`src/rtl/core/lcd_pkg.sv`:
```
`default_nettype none
// ----------------------------------------------------------------------------
// lcd_pkg
// Shared types and phase codes for the length/checksum frame deframer.
// ----------------------------------------------------------------------------
package lcd_pkg;

  localparam int unsigned BYTE_W = 8;
  localparam int unsigned LEN_W  = 16;
  localparam int unsigned PH_W   = 3;

  localparam logic [PH_W-1:0] PH_IDLE    = 3'd0;
  localparam logic [PH_W-1:0] PH_LEN_HI  = 3'd1;
  localparam logic [PH_W-1:0] PH_LEN_LO  = 3'd2;
  localparam logic [PH_W-1:0] PH_PAYLOAD = 3'd3;
  localparam logic [PH_W-1:0] PH_CHECK   = 3'd4;

  localparam logic [BYTE_W-1:0] SUM_GOOD = 8'hFF;

  typedef struct packed {
    logic              func;
    logic [BYTE_W-1:0] data;
  } lcd_item_t;

  typedef struct packed {
    logic              valid;
    logic [BYTE_W-1:0] data;
    logic              is_end;
    logic              good;
    logic [LEN_W-1:0]  len;
  } lcd_res_t;

endpackage
`default_nettype wire

```
`src/rtl/core/lcd_in_reg.sv`:
```
`default_nettype none
// ----------------------------------------------------------------------------
// lcd_in_reg
// Input register: holds one accepted beat until the parser takes it.
// ----------------------------------------------------------------------------
module lcd_in_reg
  import lcd_pkg::*;
(
  input  wire logic        clk,
  input  wire logic        rst_n,
  input  wire logic        in_tvalid,
  output logic             in_tready,
  input  wire logic [7:0]  in_tdata,   // [7:0] data_byte
  input  wire logic [0:0]  in_tuser,   // [0] func
  input  wire logic        advance,
  output logic             item_valid,
  output lcd_item_t        item
);

  logic      valid_r;
  logic      valid_nxt;
  lcd_item_t item_r;

  assign in_tready  = !valid_r || advance;
  assign item_valid = valid_r;
  assign item       = item_r;

  always_comb begin
    valid_nxt = valid_r;
    if (in_tvalid && in_tready) begin
      valid_nxt = 1'b1;
    end else if (advance) begin
      valid_nxt = 1'b0;
    end
  end

  always_ff @(posedge clk) begin
    if (!rst_n) begin
      valid_r <= 1'b0;
    end else begin
      valid_r <= valid_nxt;
    end
  end

  always_ff @(posedge clk) begin
    if (in_tvalid && in_tready) begin
      item_r.func <= in_tuser[0];
      item_r.data <= in_tdata;
    end
  end

endmodule
`default_nettype wire

```
`src/rtl/core/lcd_parse.sv`:
```
`default_nettype none
// ----------------------------------------------------------------------------
// lcd_parse
// Frame phase machine: header length, payload count, running checksum.
// ----------------------------------------------------------------------------
module lcd_parse
  import lcd_pkg::*;
(
  input  wire logic      clk,
  input  wire logic      rst_n,
  input  wire logic      take,
  input  wire lcd_item_t item,
  output lcd_res_t       res
);

  logic [PH_W-1:0]   phase_r,  phase_nxt;
  logic [LEN_W-1:0]  exp_len_r, exp_len_nxt;
  logic [LEN_W-1:0]  taken_r,  taken_nxt;
  logic [BYTE_W-1:0] sum_r,    sum_nxt;
  logic [BYTE_W-1:0] sum_chk;
  logic [LEN_W-1:0]  taken_inc;

  assign sum_chk   = sum_r + item.data;
  assign taken_inc = taken_r + 16'd1;

  always_comb begin
    phase_nxt   = phase_r;
    exp_len_nxt = exp_len_r;
    taken_nxt   = taken_r;
    sum_nxt     = sum_r;
    res         = '0;
    if (item.func) begin
      phase_nxt   = PH_LEN_HI;
      exp_len_nxt = '0;
      taken_nxt   = '0;
      sum_nxt     = '0;
    end else begin
      unique case (phase_r)
        PH_LEN_HI: begin
          exp_len_nxt = {item.data, 8'd0};
          phase_nxt   = PH_LEN_LO;
        end
        PH_LEN_LO: begin
          exp_len_nxt = {exp_len_r[15:8], item.data};
          phase_nxt   = ({exp_len_r[15:8], item.data} == '0) ? PH_CHECK : PH_PAYLOAD;
        end
        PH_PAYLOAD: begin
          sum_nxt   = sum_chk;
          taken_nxt = taken_inc;
          if (taken_inc == exp_len_r) begin
            phase_nxt = PH_CHECK;
          end
          res.valid = 1'b1;
          res.data  = item.data;
        end
        PH_CHECK: begin
          res.valid  = 1'b1;
          res.is_end = 1'b1;
          res.good   = (sum_chk == SUM_GOOD);
          res.len    = exp_len_r;
          phase_nxt  = PH_IDLE;
        end
        default: begin
          phase_nxt = PH_IDLE;
        end
      endcase
    end
  end

  always_ff @(posedge clk) begin
    if (!rst_n) begin
      phase_r   <= PH_IDLE;
      exp_len_r <= '0;
      taken_r   <= '0;
      sum_r     <= '0;
    end else if (take) begin
      phase_r   <= phase_nxt;
      exp_len_r <= exp_len_nxt;
      taken_r   <= taken_nxt;
      sum_r     <= sum_nxt;
    end
  end

  a_byte_in_payload: assert property (@(posedge clk) disable iff (!rst_n)
    (take && res.valid && !res.is_end) |-> (phase_r == PH_PAYLOAD))
    else $error("payload beat outside payload phase");

  a_start_clears: assert property (@(posedge clk) disable iff (!rst_n)
    (take && item.func) |=> (phase_r == PH_LEN_HI && sum_r == '0 && taken_r == '0))
    else $error("start event did not restart reception");

  a_end_to_idle: assert property (@(posedge clk) disable iff (!rst_n)
    (take && res.valid && res.is_end) |=> (phase_r == PH_IDLE))
    else $error("frame end did not return to idle");

  a_count_bound: assert property (@(posedge clk) disable iff (!rst_n)
    (phase_r == PH_PAYLOAD) |-> (taken_r < exp_len_r))
    else $error("payload count overran header length");

endmodule
`default_nettype wire

```
`src/rtl/core/lcd_out_reg.sv`:
```
`default_nettype none
// ----------------------------------------------------------------------------
// lcd_out_reg
// Result register: holds one result beat until the sink takes it.
// ----------------------------------------------------------------------------
module lcd_out_reg
  import lcd_pkg::*;
(
  input  wire logic         clk,
  input  wire logic         rst_n,
  input  wire logic         load,
  input  wire lcd_res_t     res,
  output logic              free,
  output logic              out_tvalid,
  input  wire logic         out_tready,
  output logic [23:0]       out_tdata,  // [7:0] out_byte, [23:8] frame_length
  output logic              out_tlast,  // frame_end
  output logic [0:0]        out_tuser   // [0] frame_good
);

  logic     valid_r, valid_nxt;
  lcd_res_t res_r;

  assign free       = !valid_r || out_tready;
  assign out_tvalid = valid_r;
  assign out_tdata  = {res_r.len, res_r.data};
  assign out_tlast  = res_r.is_end;
  assign out_tuser  = res_r.good;

  always_comb begin
    valid_nxt = valid_r;
    if (load) begin
      valid_nxt = 1'b1;
    end else if (out_tready) begin
      valid_nxt = 1'b0;
    end
  end

  always_ff @(posedge clk) begin
    if (!rst_n) begin
      valid_r <= 1'b0;
    end else begin
      valid_r <= valid_nxt;
    end
  end

  always_ff @(posedge clk) begin
    if (load) begin
      res_r <= res;
    end
  end

endmodule
`default_nettype wire

```
`src/rtl/core/length_checksum_frame_deframer.sv`:
```
`default_nettype none
// ----------------------------------------------------------------------------
// length_checksum_frame_deframer
// Length-prefixed frame deframer with an 8-bit additive checksum.
// ----------------------------------------------------------------------------
// A beat with in_tuser set restarts a frame; the next two data beats give the
// big-endian payload length, payload beats are passed out one for one, and the
// checksum beat yields a closing beat with out_tlast set, out_tuser flagging a
// good sum (payload plus checksum equal to 0xFF) and the length in
// out_tdata[23:8]. Bytes outside a frame produce nothing. One beat is accepted
// every cycle while the output is not stalled; its result passes through the
// input register, then the result register, before it is presented on the
// output. in_tready follows out_tready combinationally when both registers are
// full.
// ----------------------------------------------------------------------------
module length_checksum_frame_deframer
  import lcd_pkg::*;
(
  input  wire logic        clk,
  input  wire logic        rst_n,
  input  wire logic        in_tvalid,
  output logic             in_tready,
  input  wire logic [7:0]  in_tdata,   // [7:0] data_byte
  input  wire logic [0:0]  in_tuser,   // [0] func
  output logic             out_tvalid,
  input  wire logic        out_tready,
  output logic [23:0]      out_tdata,  // [7:0] out_byte, [23:8] frame_length
  output logic             out_tlast,  // frame_end
  output logic [0:0]       out_tuser   // [0] frame_good
);

  logic      item_valid;
  lcd_item_t item;
  lcd_res_t  res;
  logic      out_free;
  logic      advance;

  assign advance = item_valid && out_free;

  lcd_in_reg u_in (
    .clk        (clk),
    .rst_n      (rst_n),
    .in_tvalid  (in_tvalid),
    .in_tready  (in_tready),
    .in_tdata   (in_tdata),
    .in_tuser   (in_tuser),
    .advance    (advance),
    .item_valid (item_valid),
    .item       (item)
  );

  lcd_parse u_parse (
    .clk   (clk),
    .rst_n (rst_n),
    .take  (advance),
    .item  (item),
    .res   (res)
  );

  lcd_out_reg u_out (
    .clk        (clk),
    .rst_n      (rst_n),
    .load       (advance && res.valid),
    .res        (res),
    .free       (out_free),
    .out_tvalid (out_tvalid),
    .out_tready (out_tready),
    .out_tdata  (out_tdata),
    .out_tlast  (out_tlast),
    .out_tuser  (out_tuser)
  );

endmodule
`default_nettype wire
```
`config.mk`:
```
export PLATFORM = sky130hd
export DESIGN_NAME = length_checksum_frame_deframer
export DESIGN_NICKNAME = d
export VERILOG_FILES = /design/src/rtl/core/lcd_pkg.sv /design/src/rtl/core/lcd_in_reg.sv /design/src/rtl/core/lcd_parse.sv /design/src/rtl/core/lcd_out_reg.sv /design/src/rtl/core/length_checksum_frame_deframer.sv
export SDC_FILE = /design/constraint.sdc
export NUM_CORES = 1
export LEC_CHECK = 0
export BUFFER_PORTS_ARGS = -buffer_cell sky130_fd_sc_hd__buf_2
export CAP_MARGIN = 20
export CELL_PAD_IN_SITES_DETAIL_PLACEMENT = 2
export CELL_PAD_IN_SITES_GLOBAL_PLACEMENT = 2
export CORE_UTILIZATION = 34
export CTS_CLUSTER_SIZE = 24
export DETAILED_ROUTE_END_ITERATION = 10
export PLACE_DENSITY_LB_ADDON = 0.15
export REMOVE_ABC_BUFFERS = 1
export SYNTH_ARGS = -nofsm -noshare
export SYNTH_HDL_FRONTEND = slang
export SYNTH_SLANG_ARGS = --single-unit
```
`constraint.sdc`:
```
create_clock -name clk -period 2.6 [get_ports clk]
set_clock_uncertainty 0.05 [all_clocks]
set_input_delay 0.52 -clock clk [delete_from_list [all_inputs] [get_ports clk]]
set_output_delay 0.52 -clock clk [all_outputs]
set_load 0.05 [all_outputs]
```
==> results of run 1 <==
==> logic make-up (layout without fill, tap and decap cells) <==
| group | Yosys count | in the layout | share of synthesized area (%) |
|---|---|---|---|
| simple gates | 190 | 190 | 26.3 |
| flops | 80 | 80 | 46.2 |
| compound gates | 99 | 99 | 15.8 |
| fa+ha+maj | 9 | 9 | 2.84 |
| xor+xnor | 25 | 25 | 5.18 |
| buf+inv | 34 | 81 | 3.58 |
==> power breakdown <==
| part | internal (W) | switching [W] | total (W) |
|---|---|---|---|
| clock network | 0.000862 | 0.000543 | 0.00141 |
| logic | 0.0000562 | 0.000102 | 0.000158 |
| registers | 0.00132 | 0.0000271 | 0.00135 |
==> worst register-to-register path, stage by stage (launching register included) <==
cell      delay (ns)
edfxtp_1        0.41
ha_1            0.25
fa_1            0.41
a21o_1          0.18
a21oi_1         0.28
xnor2_1         0.22
nand4_1         0.15
nor4_1          0.33
==> flip-flops by register name (all words and copies together), names as in the netlist <==
register,flops
u_in.item,9
u_parse.taken_r,16
u_parse.phase_r,3
u_parse.exp_len_r,16
u_parse.sum_r,8
u_out.out_tvalid,1
u_out.out_tdata,24
u_out.out_tuser,1
u_in.item_valid,1
u_out.out_tlast,1
==> area by class of cell <==
class	count	area [sq um]
Timing Repair Buffer	57	353
Sequential cell	80	1950
Fill cell	1282	7050
Multi-Input combinational cell	323	2140
Clock inverter	6	82.6
Tap cell	168	210
Inverter	8	30.0
Clock buffer	10	239
==> repair_timing <==
item,4_1_cts,5_1_grt
resized for setup,0,4
setup endpoints to repair,0,3
endpoints found under the hold margin,0,0
==> stage by stage <==
step | utilization [%] | worst slack [ns] | instances | hold slack [ns] | instance area (sq um)
after floorplan | - | -0.401 | 411 | 0.400 | 4100
after global placement | 38.7 | 0.312 | 636 | 0.416 | 4670
after detailed placement | 38.7 | 0.164 | 636 | 0.433 | 4670
after CTS | 41.4 | 0.0983 | 652 | 0.284 | 4990
after global routing | 41.5 | -0.000125 | 652 | 0.289 | 5010
final | 41.5 | 0.127 | 652 | 0.290 | 5010
==> worst max path at each step <==
stage,from,end,slack [ns],depth (start not counted)
6_report,u_in.item[0],u_out.out_tuser,0.13,7
5_1_grt,u_in.item[1],u_out.out_tuser,-0.0001,7
4_1_cts,u_in.item[1],u_out.out_tuser,0.1,7
3_5_place_dp,u_parse.taken_r[0],u_parse.phase_r[0],0.16,7
3_3_place_gp,u_in.item[0],u_out.out_tuser,0.31,8
2_1_floorplan,u_in.item[8],u_out.out_tdata[0],-0.40,3
==> cell usage in the layout, fill, tap and decap left out, types with 8 or more instances in the layout <==
cell type	synthesis	final
nand2_1	32	32
dfxtp_1	45	45
nor2_1	29	28
inv_1	8	8
xnor2_1	16	15
buf_4	1	15
a21oi_1	35	34
o21ai_0	10	10
xor2_1	9	9
edfxtp_1	35	35
nand3_1	29	29
and2_1	18	18
buf_2	10	40
nor3_1	9	9
nor2b_1	23	23
clkbuf_16	0	9
==> cell usage after synthesis, types with 4 or more instances <==
master | instances | area share, %
dfxtp_1 | 45 | 21
a21oi_1 | 35 | 4.1
edfxtp_1 | 35 | 25
nand2_1 | 32 | 2.8
nand3_1 | 29 | 3.4
nor2_1 | 29 | 2.6
nor2b_1 | 23 | 3.4
and2_1 | 18 | 2.7
xnor2_1 | 16 | 3.3
clkbuf_1 | 14 | 1.2
buf_2 | 10 | 1.2
o21ai_0 | 10 | 1.2
nor3_1 | 9 | 1.1
xor2_1 | 9 | 1.9
ha_1 | 8 | 2.4
inv_1 | 8 | 0.71
a21boi_0 | 7 | 1.2
a22oi_1 | 7 | 1.2
and4_1 | 7 | 1.5
nand4_1 | 7 | 1.0
a21o_1 | 6 | 1.1
nor3b_1 | 6 | 1.1
o211ai_1 | 6 | 1.1
nor4_1 | 5 | 0.74
and3_1 | 4 | 0.59
==> layer usage <==
metal / GRT usage [%] / part of all wire [%]
met1: 28.8 / 47
met5: 0 / 0
met2: 38.2 / 49
met3: 2.44 / 2.3
met4: 9.12 / 1.6
==> results.txt, run 1 <==
Worst-case register-to-register setup slack = 0.13 ns
DIE AREA = 12900 sq um
Yosys warnings = 0
Final worst-path cycle share = 95.1%
GRT overflow = 0
Number of core rows = 40
Clock tree buffer depth = 2
Class of the worst hold path = primary input to flop
Ports = 41
Via count = 3521
Result of the run = complete, no violations
Hold Path Sink = u_in.item[4]
Worst Setup Start Kind = flop
Synthesized instance count = 437
Count of inserted antenna diode cells = 0
Max-cap viol count = 0
Height of the chip = 113 um
Antenna violations before repair = 0
Share of layout cells above drive strength 1 = 18.2%
Average wire per standard cell = 20.6 um
Critical path class = flop to flop
Combined global-route utilization of all metal layers = 22.3%
Worst-path cell with the longest stage delay = edfxtp_1
Initial Util = 35.0%
Horizontal die dimension = 113 um
Number of nets with antenna violations after detailed routing = 0
Reg-to-reg critical path startpoint = u_in.item[0]
Ordered cell list for the critical path = ha_1 > fa_1 > a21o_1 > a21oi_1 > xnor2_1 > nand4_1 > nor4_1
H-tree levels = 3
Data required time at the worst endpoint = 2.70 ns
Arrival time of data at the critical path endpoint = 2.57 ns
Final weighted congestion of routability-driven global placement = 0.827
Maximum clock rate = 404 MHz
Via-per-instance ratio = 5.40
Post-CTS clock slew at the launch and capture registers of the worst setup and hold paths = 0.06 ns
First DRT Iteration DRCs = 135
Flop and latch count out of synthesis = 80
Placeable core region = 12100 sq um
Combined buffer and inverter count along the critical path = 0
Unrepaired setup endpoints after global routing = true
Number of setup violations in the final report = 0
Start point of the worst hold path = in_tdata[4]
RR Endpoint = u_out.out_tuser
Share of synthesized flip-flops with an asynchronous set or reset = 0%
Router iterations before antenna repair = 4
Final WL = 13.4 mm
Placed wire-length estimate after detailed placement = 9.72 mm
Number of cells on the worst reg-to-reg path = 7
Max-slew violations = 0
Post-synth design cell area = 4220 sq um
Slew at the pin closest to its max-slew limit = 0.572 ns
Predominant post-synthesis flop cell = dfxtp_1
Clock Latency Late Sink = 0.35 ns
Critical path fanouts, max = 3
Number of enable flip-flop cells after synthesis = 35
Hold violation count in the final report = 0
Cts-stage hold buffer count = 0
Leakage dissipation = 1.83 nW
Design Power = 0.00291 W
Highest ir drop seen on vdd = 333 uV
Top Family by Delay on Critical Path = adder cells
Clock root buffer = clkbuf_16
Post-synthesis sequential area ratio = 46.2%
Setup TNS = 0 ns
Count of cell types in the netlist = 59
Final net count = 501
Number of post-CTS setup repair buffers = 0
Area Overhead vs Synth = 18.6%
Wire length of the first global-routing pass = 21.4 mm
Count of input and output buffers = 40
Largest net degree at the start of global routing = 29
Hold path depth = 1
TritonCTS buffer count = 9
Crit-path max cell delay = 0.41 ns
Kind of end point of the critical path = flop
Total power divided by cell area = 582 nW/um^2
Vias in the first global route = 3792
Worst slew margin relative to its limit = 61.8%
Crit path time final = 2.47 ns
TritonCTS clock tree = done
Number of clock sinks = 80
Avg Inst Size Synth = 9.67 sq um
DRC violation count after routing = 0
No activity file was read; power rests on OpenSTA's default activity.
==> run 2: changes to the inputs <==
- CORE_UTILIZATION: 34 -> 35
- CTS_BUF_LIST: default -> sky130_fd_sc_hd__clkbuf_4
==> results.txt, run 2 (synthesized netlist as in run 1, its figures left out) <==
Result of the run = finished with violations
Violations in the final reports = DRC
Unrepaired setup endpoints after global routing = false
Horizontal die dimension = 112 um
H-tree levels = 3
Crit path time final = 2.41 ns
NetSw = 0.000567 W
TritonCTS buffer count = 9
Critical path class = flop to flop
Number of post-CTS setup repair buffers = 0
Vias in the first global route = 3807
Max-cap viol count = 0
Final net count = 501
Area Overhead vs Synth = 12.9%
Most used cells in the layout excluding fill and tap cells = 45 x dfxtp_1, 40 x buf_2, 35 x a21oi_1, 35 x edfxtp_1, 32 x nand2_1
Antenna violations before repair = 0
Count of input and output buffers = 40
Proportion of power drawn by combinational gates = 6.9%
Cts-stage hold buffer count = 0
Hold violation count in the final report = 0
Number of flip-flops under the largest register name = 24
Clock tree buffer depth = 2
Wire length of the first global-routing pass = 21.1 mm
DIE AREA = 12500 sq um
Arrival time of data at the critical path endpoint = 2.59 ns
Class of the worst hold path = primary input to flop
Leakage dissipation = 1.74 nW
Total power divided by cell area = 472 nW/um^2
Proportion of power drawn by the clock network = 33.3%
DRC violation count after routing = 5
Highest ir drop seen on vdd = 204 uV
First DRT Iteration DRCs = 170
Critical path fanouts, max = 3
Ports = 41
Count of inserted antenna diode cells = 0
Combined global-route utilization of all metal layers = 22.4%
Placeable core region = 11600 sq um
TritonCTS clock tree = done
Data required time at the worst endpoint = 2.79 ns
Number of nets with antenna violations after detailed routing = 0
Switching share of total power = 25.2%
Worst Setup Start Kind = flop
Setup TNS = 0 ns
Kind of end point of the critical path = flop
Clock Latency Late Sink = 0.47 ns
Power share of the sequential group = 59.9%
Count of filler cells inserted in the layout = 1275
Worst slew margin relative to its limit = 63.0%
Slew at the pin closest to its max-slew limit = 0.553 ns
Final worst-path cycle share = 92.6%
Number of setup violations in the final report = 0
Final weighted congestion of routability-driven global placement = 0.826
Via-per-instance ratio = 5.61
Via count = 3520
Post-CTS resize count = 0
Final WL = 13.1 mm
Cell internal pwr = 0.00169 W
Height of the chip = 112 um
Max-slew violations = 0
Post-CTS clock slew at the launch and capture registers of the worst setup and hold paths = 0.13 ns
Worst Hold Margin = 0.177 ns
Most common library cell in the layout ignoring fill and taps = dfxtp_1
Share of layout cells above drive strength 1 = 17.4%
Clock root buffer = clkbuf_4
Placed wire-length estimate after detailed placement = 10.0 mm
Number of clock sinks = 80
Number of core rows = 39
Largest net degree at the start of global routing = 29
Router iterations before antenna repair = 7
Initial Util = 36.5%
GRT overflow = 0
Maximum clock rate = 415 MHz
Average wire per standard cell = 21.0 um
-- run 2: area by class of cell --
class                   count  area [sq um]  share of cell area [%]
inverters                   8          30.0                   0.630
repair buffers             57           353                    7.40
clock buffers              11          82.6                    1.73
well taps                 143           179                    3.75
clock inverters             5          48.8                    1.02
multi-input cells         323          2120                    44.5
flip-flops and latches     80          1950                    40.9
-- run 2: power by group through the flow --
stage | Combinational, W | Sequential, W | Clock (W)
4_1_cts | 0.000157 | 0.00135 | 0.000771
2_1_floorplan | 0.0000892 | 0.00137 | 0
5_1_grt | 0.000170 | 0.00135 | 0.000823
3_5_place_dp | 0.000156 | 0.00138 | 0
3_3_place_gp | 0.000151 | 0.00138 | 0
6_report | 0.000155 | 0.00135 | 0.000749
-- run 2: worst paths after layout --
kind,startpoint,to,slack [ns],cells past startpoint
setup reg to reg,u_in.item[0],u_out.out_tuser,0.19,8
setup / recovery,u_in.item[0],u_out.out_tuser,0.19,8
hold reg to reg,u_parse.sum_r[6],u_parse.sum_r[6],0.44,2
hold / removal,in_tdata[4],u_in.item[4],0.18,1
-- run 2: critical path: stages, from the launching register on --
cell and delay (ns):
edfxtp_1 0.45, ha_1 0.26, fa_1 0.41, a21o_1 0.17
a21oi_1 0.25, o21bai_1 0.10, a21oi_1 0.26, xor2_1 0.19
nor4_1 0.06
-- run 2: routing by layer --
layer / wire, um / up-vias / part of all wire [%] / global-route usage [%]
met3: 332 / 20 / 2.5 / 3.65
li1: - / 1679 / - / -
met5: 0 / - / 0 / 0
met1: 6060 / 1771 / 46 / 27.6
met4: 306 / 0 / 2.3 / 9.46
met2: 6450 / 50 / 49 / 38.7
-- run 2: metrics by stage --
stage	util [%]	setup WS (ns)	std cells	total power (W)	instance area (sq um)
6_report	41.2	0.193	627	0.00225	4770
5_1_grt	41.2	0.0355	627	0.00234	4770
4_1_cts	41.2	0.170	627	0.00228	4770
3_5_place_dp	40.1	0.169	611	0.00153	4640
3_3_place_gp	40.1	0.309	611	0.00153	4640
2_1_floorplan	-	-0.401	411	0.00146	4100
